### config.mk
export PLATFORM = sky130hd
export DESIGN_NAME = rpn_stack_calculator_core_flat
export DESIGN_NICKNAME = d
export VERILOG_FILES = /design/src/rsc_pkg.sv /design/src/rsc_if.sv /design/src/rpn_stack_calculator_core.sv /design/src/rsc_divider.sv /design/src/rsc_datapath.sv /design/src/rsc_controller.sv /design/src/flat_wrapper.sv
export SDC_FILE = /design/constraint.sdc
export NUM_CORES = 2
export LEC_CHECK = 0
export ABC_CLOCK_PERIOD_IN_PS = 10900
export BUFFER_PORTS_ARGS = -buffer_cell sky130_fd_sc_hd__buf_2
export CAP_MARGIN = 20
export CORE_ASPECT_RATIO = 0.75
export CORE_MARGIN = 3
export CORE_UTILIZATION = 55
export CTS_BUF_LIST = sky130_fd_sc_hd__clkbuf_4
export DETAILED_ROUTE_END_ITERATION = 8
export PLACE_DENSITY = 0.78
export SLEW_MARGIN = 10
export SYNTH_ARGS = -nofsm -noshare
export SYNTH_HDL_FRONTEND = slang
export SYNTH_SLANG_ARGS = --single-unit
### constraint.sdc
create_clock -name clock -period 10.9 [get_ports clock]
set_input_delay 1.09 -clock clock [delete_from_list [all_inputs] [get_ports clock]]
set_output_delay 1.09 -clock clock [all_outputs]
set_load 0.01 [all_outputs]
### src/rsc_pkg.sv
`timescale 1ns / 1ps
// Shared constants, codes and control types of the RPN stack calculator.
package rsc_pkg;

   localparam int STACK_DEPTH_DEFAULT = 64;
   localparam int WORD_W = 32;
   localparam int KIND_W = 3;
   localparam int STATUS_W = 2;
   localparam int ENTRIES_W = 7;
   localparam int DIV_STEPS = 32;
   localparam int DIV_CNT_W = $clog2(DIV_STEPS);

   localparam logic [KIND_W-1:0] KIND_PUSH   = 3'd0;
   localparam logic [KIND_W-1:0] KIND_ADD    = 3'd1;
   localparam logic [KIND_W-1:0] KIND_SUB    = 3'd2;
   localparam logic [KIND_W-1:0] KIND_MUL    = 3'd3;
   localparam logic [KIND_W-1:0] KIND_DIV    = 3'd4;
   localparam logic [KIND_W-1:0] KIND_FINISH = 3'd5;

   localparam logic [STATUS_W-1:0] ST_OK    = 2'd0;
   localparam logic [STATUS_W-1:0] ST_UNDER = 2'd1;
   localparam logic [STATUS_W-1:0] ST_DIVZ  = 2'd2;
   localparam logic [STATUS_W-1:0] ST_OVER  = 2'd3;

   typedef struct packed {
      logic load;
      logic pop_right;
      logic pop_left;
      logic calc;
      logic div_start;
      logic div_step;
      logic div_fix;
      logic put;
      logic emit;
   } cmd_type;

   typedef struct packed {
      logic [KIND_W-1:0] kind;
      logic              right_zero;
   } stat_type;

endpackage

### src/rsc_if.sv
`timescale 1ns / 1ps
// Valid/ready channel interfaces for request and response transactions.
interface rsc_req_if;
   logic                               valid;
   logic                               ready;
   logic [rsc_pkg::KIND_W-1:0]         kind;
   logic signed [rsc_pkg::WORD_W-1:0]  operand;

   modport source (output valid, output kind, output operand, input ready);
   modport sink (input valid, input kind, input operand, output ready);
endinterface

interface rsc_rsp_if;
   logic                                valid;
   logic                                ready;
   logic signed [rsc_pkg::WORD_W-1:0]   result;
   logic [rsc_pkg::STATUS_W-1:0]        status;
   logic [rsc_pkg::ENTRIES_W-1:0]       entries;

   modport source (output valid, output result, output status, output entries, input ready);
   modport sink (input valid, input result, input status, input entries, output ready);
endinterface

### src/rpn_stack_calculator_core.sv
`timescale 1ns / 1ps
// Top level of the RPN stack calculator: controller, datapath and channel ports.
// The block handles one request transaction at a time. A push passes S_PUT and a finish
// S_POP_R; add, subtract and multiply pop both operands, calculate and put, and a divide also
// runs the one-bit-per-cycle shift-subtract divider. A wait state splits the pops because the
// stack memory read is registered. A new request is accepted while the previous response still
// waits in its output register. The stack needs no clearing pass.
module rpn_stack_calculator_core #(
   parameter int STACK_DEPTH = rsc_pkg::STACK_DEPTH_DEFAULT
) (
   input  logic         clock,
   input  logic         reset,
   rsc_req_if.sink      req_ch,
   rsc_rsp_if.source    rsp_ch
);

   rsc_pkg::cmd_type  cmd;
   rsc_pkg::stat_type stat;

   rsc_controller u_controller (
      .clock     (clock),
      .reset     (reset),
      .req_valid (req_ch.valid),
      .req_ready (req_ch.ready),
      .req_kind  (req_ch.kind),
      .rsp_valid (rsp_ch.valid),
      .rsp_ready (rsp_ch.ready),
      .stat      (stat),
      .cmd       (cmd)
   );

   rsc_datapath #(
      .STACK_DEPTH (STACK_DEPTH)
   ) u_datapath (
      .clock       (clock),
      .reset       (reset),
      .cmd         (cmd),
      .stat        (stat),
      .req_kind    (req_ch.kind),
      .req_operand (req_ch.operand),
      .rsp_result  (rsp_ch.result),
      .rsp_status  (rsp_ch.status),
      .rsp_entries (rsp_ch.entries)
   );

endmodule

### src/rsc_divider.sv
`timescale 1ns / 1ps
// Iterative signed divider, one restoring shift-subtract step per cycle while step is high.
module rsc_divider (
   input  logic                        clock,
   input  logic                        start,
   input  logic                        step,
   input  logic [rsc_pkg::WORD_W-1:0]  numer,
   input  logic [rsc_pkg::WORD_W-1:0]  denom,
   output logic [rsc_pkg::WORD_W-1:0]  quotient
);

   logic [rsc_pkg::WORD_W-1:0] rem_ff, rem_in;
   logic [rsc_pkg::WORD_W-1:0] quo_ff, quo_in;
   logic [rsc_pkg::WORD_W-1:0] den_ff, den_in;
   logic                       neg_ff, neg_in;
   logic [rsc_pkg::WORD_W:0]   shifted;
   logic [rsc_pkg::WORD_W:0]   diff;

   always_comb begin
      rem_in  = rem_ff;
      quo_in  = quo_ff;
      den_in  = den_ff;
      neg_in  = neg_ff;
      shifted = {rem_ff, quo_ff[rsc_pkg::WORD_W-1]};
      diff    = shifted - {1'b0, den_ff};
      if (start) begin
         rem_in = '0;
         quo_in = numer[rsc_pkg::WORD_W-1] ? (~numer + 1'b1) : numer;
         den_in = denom[rsc_pkg::WORD_W-1] ? (~denom + 1'b1) : denom;
         neg_in = numer[rsc_pkg::WORD_W-1] ^ denom[rsc_pkg::WORD_W-1];
      end else if (step) begin
         if (!diff[rsc_pkg::WORD_W]) begin
            rem_in = diff[rsc_pkg::WORD_W-1:0];
            quo_in = {quo_ff[rsc_pkg::WORD_W-2:0], 1'b1};
         end else begin
            rem_in = shifted[rsc_pkg::WORD_W-1:0];
            quo_in = {quo_ff[rsc_pkg::WORD_W-2:0], 1'b0};
         end
      end
   end

   always_ff @(posedge clock) begin
      rem_ff <= rem_in;
      quo_ff <= quo_in;
      den_ff <= den_in;
      neg_ff <= neg_in;
   end

   assign quotient = neg_ff ? (~quo_ff + 1'b1) : quo_ff;

endmodule

### src/rsc_datapath.sv
`timescale 1ns / 1ps
// Datapath: stack memory, stack pointer, operand registers, ALU and response registers.
module rsc_datapath #(
   parameter int STACK_DEPTH = rsc_pkg::STACK_DEPTH_DEFAULT
) (
   input  logic                                clock,
   input  logic                                reset,
   input  rsc_pkg::cmd_type                    cmd,
   output rsc_pkg::stat_type                   stat,
   input  logic [rsc_pkg::KIND_W-1:0]          req_kind,
   input  logic signed [rsc_pkg::WORD_W-1:0]   req_operand,
   output logic signed [rsc_pkg::WORD_W-1:0]   rsp_result,
   output logic [rsc_pkg::STATUS_W-1:0]        rsp_status,
   output logic [rsc_pkg::ENTRIES_W-1:0]       rsp_entries
);

   localparam int AddrW = (STACK_DEPTH > 1) ? $clog2(STACK_DEPTH) : 1;
   localparam int SpW = $clog2(STACK_DEPTH + 1);

   logic [rsc_pkg::WORD_W-1:0] mem [STACK_DEPTH];
   logic [rsc_pkg::WORD_W-1:0] rd_data_ff;
   logic [AddrW-1:0]           rd_addr;

   logic [SpW-1:0]              sp_ff, sp_in;
   logic [rsc_pkg::KIND_W-1:0]  kind_ff, kind_in;
   logic [rsc_pkg::WORD_W-1:0]  operand_ff, operand_in;
   logic [rsc_pkg::WORD_W-1:0]  right_ff, right_in;
   logic [rsc_pkg::WORD_W-1:0]  left_ff, left_in;
   logic [rsc_pkg::WORD_W-1:0]  res_ff, res_in;
   logic                        under_ff, under_in;
   logic                        over_ff, over_in;
   logic                        divz_ff, divz_in;
   logic [rsc_pkg::WORD_W-1:0]  result_ff, result_in;
   logic [rsc_pkg::STATUS_W-1:0] status_ff, status_in;
   logic [rsc_pkg::ENTRIES_W-1:0] entries_ff, entries_in;

   logic                        sp_empty;
   logic                        sp_full;
   logic                        wr_en;
   logic [rsc_pkg::WORD_W-1:0]  wr_data;
   logic [rsc_pkg::WORD_W-1:0]  quotient;

   assign sp_empty = (sp_ff == '0);
   assign sp_full  = (sp_ff >= SpW'(STACK_DEPTH));
   assign rd_addr  = AddrW'(sp_ff - 1'b1);
   assign wr_en    = cmd.put && !sp_full;
   assign wr_data  = (kind_ff == rsc_pkg::KIND_PUSH) ? operand_ff : res_ff;

   assign stat.kind       = kind_ff;
   assign stat.right_zero = (right_ff == '0);

   rsc_divider u_divider (
      .clock    (clock),
      .start    (cmd.div_start),
      .step     (cmd.div_step),
      .numer    (left_ff),
      .denom    (right_ff),
      .quotient (quotient)
   );

   always_ff @(posedge clock) begin
      if (wr_en) begin
         mem[sp_ff[AddrW-1:0]] <= wr_data;
      end
      rd_data_ff <= mem[rd_addr];
   end

   always_comb begin
      sp_in      = sp_ff;
      kind_in    = kind_ff;
      operand_in = operand_ff;
      right_in   = right_ff;
      left_in    = left_ff;
      res_in     = res_ff;
      under_in   = under_ff;
      over_in    = over_ff;
      divz_in    = divz_ff;
      result_in  = result_ff;
      status_in  = status_ff;
      entries_in = entries_ff;

      if (cmd.load) begin
         kind_in    = req_kind;
         operand_in = req_operand;
         res_in     = '0;
         under_in   = 1'b0;
         over_in    = 1'b0;
         divz_in    = 1'b0;
      end
      if (cmd.pop_right) begin
         right_in = sp_empty ? '0 : rd_data_ff;
         under_in = sp_empty;
         if (!sp_empty) begin
            sp_in = sp_ff - 1'b1;
         end
      end
      if (cmd.pop_left) begin
         left_in = sp_empty ? '0 : rd_data_ff;
         under_in = under_ff | sp_empty;
         if (!sp_empty) begin
            sp_in = sp_ff - 1'b1;
         end
      end
      if (cmd.calc) begin
         unique case (kind_ff)
            rsc_pkg::KIND_ADD: res_in = left_ff + right_ff;
            rsc_pkg::KIND_SUB: res_in = left_ff - right_ff;
            rsc_pkg::KIND_MUL: res_in = left_ff * right_ff;
            default: begin
               res_in  = '0;
               divz_in = (kind_ff == rsc_pkg::KIND_DIV) && (right_ff == '0);
            end
         endcase
      end
      if (cmd.div_fix) begin
         res_in = quotient;
      end
      if (cmd.put) begin
         if (!sp_full) begin
            sp_in = sp_ff + 1'b1;
         end else if (kind_ff == rsc_pkg::KIND_PUSH) begin
            over_in = 1'b1;
         end
      end
      if (cmd.emit) begin
         priority if (kind_ff == rsc_pkg::KIND_PUSH) begin
            result_in = operand_ff;
         end else if (kind_ff == rsc_pkg::KIND_FINISH) begin
            result_in = right_ff;
         end else begin
            result_in = res_ff;
         end
         priority if (divz_ff) begin
            status_in = rsc_pkg::ST_DIVZ;
         end else if (over_ff) begin
            status_in = rsc_pkg::ST_OVER;
         end else if (under_ff) begin
            status_in = rsc_pkg::ST_UNDER;
         end else begin
            status_in = rsc_pkg::ST_OK;
         end
         entries_in = rsc_pkg::ENTRIES_W'(sp_ff);
      end
   end

   always_ff @(posedge clock) begin
      if (reset) begin
         sp_ff <= '0;
      end else begin
         sp_ff <= sp_in;
      end
      kind_ff    <= kind_in;
      operand_ff <= operand_in;
      right_ff   <= right_in;
      left_ff    <= left_in;
      res_ff     <= res_in;
      under_ff   <= under_in;
      over_ff    <= over_in;
      divz_ff    <= divz_in;
      result_ff  <= result_in;
      status_ff  <= status_in;
      entries_ff <= entries_in;
   end

   assign rsp_result  = result_ff;
   assign rsp_status  = status_ff;
   assign rsp_entries = entries_ff;

endmodule

### src/rsc_controller.sv
`timescale 1ns / 1ps
// Controller state machine that sequences each request transaction through the datapath.
module rsc_controller (
   input  logic                        clock,
   input  logic                        reset,
   input  logic                        req_valid,
   output logic                        req_ready,
   input  logic [rsc_pkg::KIND_W-1:0]  req_kind,
   output logic                        rsp_valid,
   input  logic                        rsp_ready,
   input  rsc_pkg::stat_type           stat,
   output rsc_pkg::cmd_type            cmd
);

   localparam logic [3:0] S_IDLE  = 4'd0;
   localparam logic [3:0] S_POP_R = 4'd1;
   localparam logic [3:0] S_WAIT  = 4'd2;
   localparam logic [3:0] S_POP_L = 4'd3;
   localparam logic [3:0] S_CALC  = 4'd4;
   localparam logic [3:0] S_DIV   = 4'd5;
   localparam logic [3:0] S_FIX   = 4'd6;
   localparam logic [3:0] S_PUT   = 4'd7;
   localparam logic [3:0] S_DONE  = 4'd8;

   logic [3:0]                     state_ff, state_in;
   logic [rsc_pkg::DIV_CNT_W-1:0]  cnt_ff, cnt_in;
   logic                           rsp_valid_ff, rsp_valid_in;
   logic                           accept;
   logic                           slot_free;

   assign req_ready = (state_ff == S_IDLE);
   assign accept    = req_valid && req_ready;
   assign slot_free = !rsp_valid_ff || rsp_ready;

   always_comb begin
      state_in = state_ff;
      cnt_in   = cnt_ff;
      cmd      = '0;
      unique case (state_ff)
         S_IDLE: begin
            if (accept) begin
               cmd.load = 1'b1;
               priority if (req_kind == rsc_pkg::KIND_PUSH) begin
                  state_in = S_PUT;
               end else if (req_kind == rsc_pkg::KIND_ADD || req_kind == rsc_pkg::KIND_SUB ||
                            req_kind == rsc_pkg::KIND_MUL || req_kind == rsc_pkg::KIND_DIV ||
                            req_kind == rsc_pkg::KIND_FINISH) begin
                  state_in = S_POP_R;
               end else begin
                  state_in = S_DONE;
               end
            end
         end
         S_POP_R: begin
            cmd.pop_right = 1'b1;
            state_in = (stat.kind == rsc_pkg::KIND_FINISH) ? S_DONE : S_WAIT;
         end
         S_WAIT: begin
            state_in = S_POP_L;
         end
         S_POP_L: begin
            cmd.pop_left = 1'b1;
            state_in = S_CALC;
         end
         S_CALC: begin
            cmd.calc = 1'b1;
            if (stat.kind == rsc_pkg::KIND_DIV) begin
               if (stat.right_zero) begin
                  state_in = S_DONE;
               end else begin
                  cmd.div_start = 1'b1;
                  cnt_in = '0;
                  state_in = S_DIV;
               end
            end else begin
               state_in = S_PUT;
            end
         end
         S_DIV: begin
            cmd.div_step = 1'b1;
            cnt_in = cnt_ff + 1'b1;
            if (cnt_ff == rsc_pkg::DIV_CNT_W'(rsc_pkg::DIV_STEPS - 1)) begin
               state_in = S_FIX;
            end
         end
         S_FIX: begin
            cmd.div_fix = 1'b1;
            state_in = S_PUT;
         end
         S_PUT: begin
            cmd.put = 1'b1;
            state_in = S_DONE;
         end
         S_DONE: begin
            if (slot_free) begin
               cmd.emit = 1'b1;
               state_in = S_IDLE;
            end
         end
         default: begin
            state_in = S_IDLE;
         end
      endcase
   end

   assign rsp_valid_in = cmd.emit || (rsp_valid_ff && !rsp_ready);

   always_ff @(posedge clock) begin
      if (reset) begin
         state_ff     <= S_IDLE;
         cnt_ff       <= '0;
         rsp_valid_ff <= 1'b0;
      end else begin
         state_ff     <= state_in;
         cnt_ff       <= cnt_in;
         rsp_valid_ff <= rsp_valid_in;
      end
   end

   assign rsp_valid = rsp_valid_ff;

   a_accept_leaves_idle: assert property (@(posedge clock) disable iff (reset)
      accept |=> state_ff != S_IDLE)
      else $error("request accepted but controller stayed idle");

   a_emit_sets_valid: assert property (@(posedge clock) disable iff (reset)
      cmd.emit |=> rsp_valid_ff)
      else $error("response emitted without raising valid");

   a_emit_slot_free: assert property (@(posedge clock) disable iff (reset)
      cmd.emit |-> (!rsp_valid_ff || rsp_ready))
      else $error("response overwritten before it was taken");

   a_fix_after_div: assert property (@(posedge clock) disable iff (reset)
      (state_ff == S_DIV) && (state_in == S_FIX)
         |-> cnt_ff == rsc_pkg::DIV_CNT_W'(rsc_pkg::DIV_STEPS - 1))
      else $error("divider left before all steps were done");

   a_one_cmd_pop: assert property (@(posedge clock) disable iff (reset)
      $onehot0({cmd.pop_right, cmd.pop_left, cmd.put, cmd.emit, cmd.load}))
      else $error("conflicting stack commands in one cycle");

endmodule

### src/flat_wrapper.sv
// flat-port wrapper written by rule: the top's interface ports become plain ports
module rpn_stack_calculator_core_flat 
#(
   parameter int STACK_DEPTH = rsc_pkg::STACK_DEPTH_DEFAULT
)
  (clock, reset, req_ch_valid, req_ch_kind, req_ch_operand, req_ch_ready, rsp_ch_valid, rsp_ch_result, rsp_ch_status, rsp_ch_entries, rsp_ch_ready);
  rsc_req_if req_ch_i ();
  rsc_rsp_if rsp_ch_i ();
  input  logic clock;
  input  logic reset;
  input wire logic [$bits(req_ch_i.valid)-1:0] req_ch_valid;
  input wire logic [$bits(req_ch_i.kind)-1:0] req_ch_kind;
  input wire logic [$bits(req_ch_i.operand)-1:0] req_ch_operand;
  output wire logic [$bits(req_ch_i.ready)-1:0] req_ch_ready;
  output wire logic [$bits(rsp_ch_i.valid)-1:0] rsp_ch_valid;
  output wire logic [$bits(rsp_ch_i.result)-1:0] rsp_ch_result;
  output wire logic [$bits(rsp_ch_i.status)-1:0] rsp_ch_status;
  output wire logic [$bits(rsp_ch_i.entries)-1:0] rsp_ch_entries;
  input wire logic [$bits(rsp_ch_i.ready)-1:0] rsp_ch_ready;
  assign req_ch_i.valid = req_ch_valid;
  assign req_ch_i.kind = req_ch_kind;
  assign req_ch_i.operand = req_ch_operand;
  assign req_ch_ready = req_ch_i.ready;
  assign rsp_ch_valid = rsp_ch_i.valid;
  assign rsp_ch_result = rsp_ch_i.result;
  assign rsp_ch_status = rsp_ch_i.status;
  assign rsp_ch_entries = rsp_ch_i.entries;
  assign rsp_ch_i.ready = rsp_ch_ready;
  rpn_stack_calculator_core #(.STACK_DEPTH(STACK_DEPTH)) u_core (.clock(clock), .reset(reset), .req_ch(req_ch_i), .rsp_ch(rsp_ch_i));
endmodule
==> load_flow_metrics.sql <==
INSERT INTO impl_metrics (metric_group, metric, value, unit) VALUES
('grt', 'grt_pass1_vias', '66130', ''),
('die', 'die_w', '525.8', 'µm'),
('route', 'drt-vias-per-instance', '6.429', ''),
('place', 'hpwlAfterDp', '190.6', 'mm'),
('worst_setup_path', 'reg2reg_depth', '25', ''),
('die', 'die-area', '0.2082', 'mm²'),
('die', 'std_cell_rows', '142', ''),
('synthesis', 'synth_enable_flop_cells', '2286', ''),
('cts', 'htree_depth', '6', ''),
('timing', 'rsz0062_at_grt', 'false', ''),
('synthesis', 'async_reset_ff_frac', '0', ''),
('grt', 'grt_max_degree', '134', ''),
('final_layout', 'area_delta_synth_final', '10.74', '%'),
('worst_setup_path', 'ff2ff_setup_slack', '2.41', 'ns'),
('synthesis', 'yosys_warnings', '0', ''),
('worst_hold_path', 'worst_min_path_class', 'in2reg', ''),
('final_layout', 'nets', '7656', ''),
('timing', 'achievable-frequency', '0.1178', 'GHz'),
('synthesis', 'muxShareOfSynthArea', '0.1417', ''),
('cts', 'cts_num_sinks', '2369', ''),
('synthesis', 'unique_masters_post_synth', '76', ''),
('worst_setup_path', 'rr_startpoint', 'u_core.u_datapath.right_ff[9]', ''),
('synthesis', 'ys_dominant_reg_cell', 'edfxtp_1', ''),
('synthesis', 'synth_compound_area_frac', '0.02946', ''),
('worst_setup_path', 'worstSetupEndpointType', 'register', ''),
('route', 'drc_errors', '0', ''),
('timing', 'slew_headroom', '0.1934', ''),
('timing', 'final_hold_viol_count', '0', ''),
('route', 'drt_first_iter_violations', '9893', ''),
('worst_hold_path', 'min-delay-start', 'req_ch_operand[22]', ''),
('worst_hold_path', 'holdPathEnd', 'u_core.u_datapath.operand_ff[22]', ''),
('cts', 'clock-root-buffer', 'clkbuf_4', ''),
('die', 'floorplan.initialDensity', '0.5557', ''),
('synthesis', 'synth-seq-cells', '2369', ''),
('route', 'detail_route.first_pass.iterations', '6', ''),
('timing', 'final_period_minus_worst_setup_slack', '8.486', 'ns'),
('timing', 'clock-skew-final', '0.1022', 'ns'),
('cts', 'cts.reportedPaths.clkPinSlew', '0.07', 'ns'),
('timing', 'timing.final.max_slew_violations', '0', ''),
('run_status', 'run_status', 'finished clean', ''),
('cts', 'clk-insertion-delay-late', '1.24', 'ns'),
('final_layout', 'most_used_cells_in_the_layout_excluding_fill_and_tap_cells', 'edfxtp_1, clkbuf_4, mux4_2', ''),
('cts', 'postCtsResizedCells', '0', ''),
('synthesis', 'synth_fa_ha_area_frac', '0.09552', ''),
('place', 'portBuffers', '81', ''),
('worst_setup_path', 'critical_path.slowest_cell', 'edfxtp_1', ''),
('worst_setup_path', 'crit_top_cell', 'fa_1', ''),
('synthesis', 'synth_largest_type_area_fraction', '0.6158', ''),
('worst_setup_path', 'r2r-end', 'u_core.u_datapath.res_ff[31]', ''),
('timing', 'finalSetupViolCount', '0', ''),
('timing', 'post-route-worst-setup-slack', '2.414', 'ns'),
('worst_setup_path', 'worstPathArrival', '9.42', 'ns'),
('synthesis', 'synth_sequential_area_ratio', '0.6307', ''),
('timing', 'setup_total_negative_slack', '0', 'ns'),
('grt', 'grt.total_usage', '0.3070', ''),
('cts', 'cts_tree', 'done', ''),
('final_layout', 'layout.cells.most_common', 'edfxtp_1', ''),
('route', 'drt-total-wl', '316.4', 'mm'),
('synthesis', 'post_synth_inst_count', '6512', ''),
('synthesis', 'synth-simple-area-share', '0.05493', ''),
('die', 'die_h', '395.9', 'µm'),
('cts', 'max-clock-path-buffers', '4', ''),
('final_layout', 'post_route_cells_drive_above_1_share', '0.2642', ''),
('grt', 'antenna_found_initial', '40', ''),
('worst_setup_path', 'timing.setup.critical_path_class', 'reg2reg', ''),
('worst_hold_path', 'whs_path_depth', '1', ''),
('place', 'dp_slack', '2.589', 'ns'),
('synthesis', 'netlist_area', '0.1115', 'mm²'),
('synthesis', 'yosys.area_share.xor_xnor', '0.02002', ''),
('worst_setup_path', 'cp_max_fo', '16', ''),
('cts', 'cts_made_buffers', '560', '');
## flip-flops by register name, summed over array words and instances (netlist names)
name                                count
u_core.u_datapath.rsp_result           32
u_core.u_datapath.right_ff             32
u_core.u_datapath.kind_ff               3
u_core.u_datapath.operand_ff           32
u_core.u_datapath.u_divider.neg_ff      1
u_core.u_datapath.sp_ff                 7
u_core.u_datapath.mem                2048
u_core.u_datapath.divz_ff               1
u_core.u_datapath.u_divider.den_ff     32
u_core.u_datapath.u_divider.quo_ff     32
u_core.u_datapath.rd_data_ff           32
u_core.u_datapath.left_ff              32
u_core.u_datapath.over_ff               1
u_core.u_datapath.rsp_entries           7
u_core.u_datapath.under_ff              1
u_core.u_controller.rsp_valid           1
u_core.u_datapath.res_ff               32
u_core.u_datapath.rsp_status            2
u_core.u_controller.cnt_ff              5
u_core.u_datapath.u_divider.rem_ff     32
u_core.u_controller.state_ff            4
## cells in the mapped netlist, types with 83 or more instances
cell / number
fa_1: 410
and2_1: 349
clkbuf_1: 299
dfxtp_1: 83
edfxtp_1: 2286
xnor2_1: 138
nand2_1: 469
a21oi_1: 87
nor2_1: 164
xor2_1: 115
mux4_2: 672
o21ai_0: 140
ha_1: 195
inv_1: 449
## per-layer routing
metal | wire (µm) | track usage
met1 | 117700 | 0.4357
met2 | 139900 | 0.4469
met3 | 45060 | 0.09681
met4 | 13550 | 0.1238
met5 | 201 | 0
## logic make-up after synthesis
family | Yosys count
adder cells (fa/ha/maj) | 605
XOR/XNOR | 254
AND/OR/NAND/NOR | 1239
multiplexers | 734
flip-flops | 2369
buffers and inverters | 812
AO/OA/AOI/OAI | 499
## worst max-delay path by stage
stage | end | cells past startpoint | slack [ns]
2_1_floorplan | u_core.u_datapath.res_ff[31] | 25 | 3.48
3_3_place_gp | u_core.u_datapath.res_ff[31] | 25 | 2.66
4_1_cts | u_core.u_datapath.res_ff[31] | 25 | 2.53
3_5_place_dp | u_core.u_datapath.res_ff[31] | 25 | 2.59
5_1_grt | u_core.u_datapath.res_ff[31] | 25 | 2.00
6_report | u_core.u_datapath.res_ff[31] | 25 | 2.41
## metrics by stage
step                      hold slack [ns]  instances    util  area (µm²)
after CTS                        0.006202      10080  0.6149      123400
after floorplan                    0.4064       6512       -      111500
after detailed placement           0.4659       9081  0.5776      115900
after global routing              0.04483      10080  0.6152      123400
after global placement             0.4606       9080  0.5775      115800
final                              0.1106      10100  0.6154      123500
## layout make-up
cell class	count	area, µm²
tap	2664	3333
fill	13970	77140
antenna	19	47.55
clock inverter	135	962.2
multi-input combinational	3331	38660
timing repair buffer	299	2220
clock buffer	829	6223
sequential	2369	70310
inverter	451	1693
## worst reg2reg max path, cell delays in order (launching register included)
cell and delay, ns:
edfxtp_1 0.87, buf_4 0.35, nand2_1 0.11, fa_1 0.41, inv_1 0.07, fa_1 0.43, fa_1 0.52, inv_1 0.05
fa_1 0.48, inv_1 0.05, fa_1 0.50, inv_1 0.05, fa_1 0.54, inv_1 0.05, fa_1 0.49, fa_1 0.42
ha_1 0.36, nand3_1 0.19, nor3_1 0.07, a211oi_1 0.28, a21boi_0 0.34, a311o_1 0.51, a311oi_1 0.55, a31oi_1 0.19
xnor2_1 0.26, o211ai_2 0.10
## what timing repair did
action | 4_1_cts | 5_1_grt
endpoints found under the hold margin | 30 | 0
hold buffers | 30 | 0
setup buffers | 0 | 0
Power is left out: the tool's default activity adds up to more than one toggle a clock period on the data nets, which glitch-free logic cannot reach.
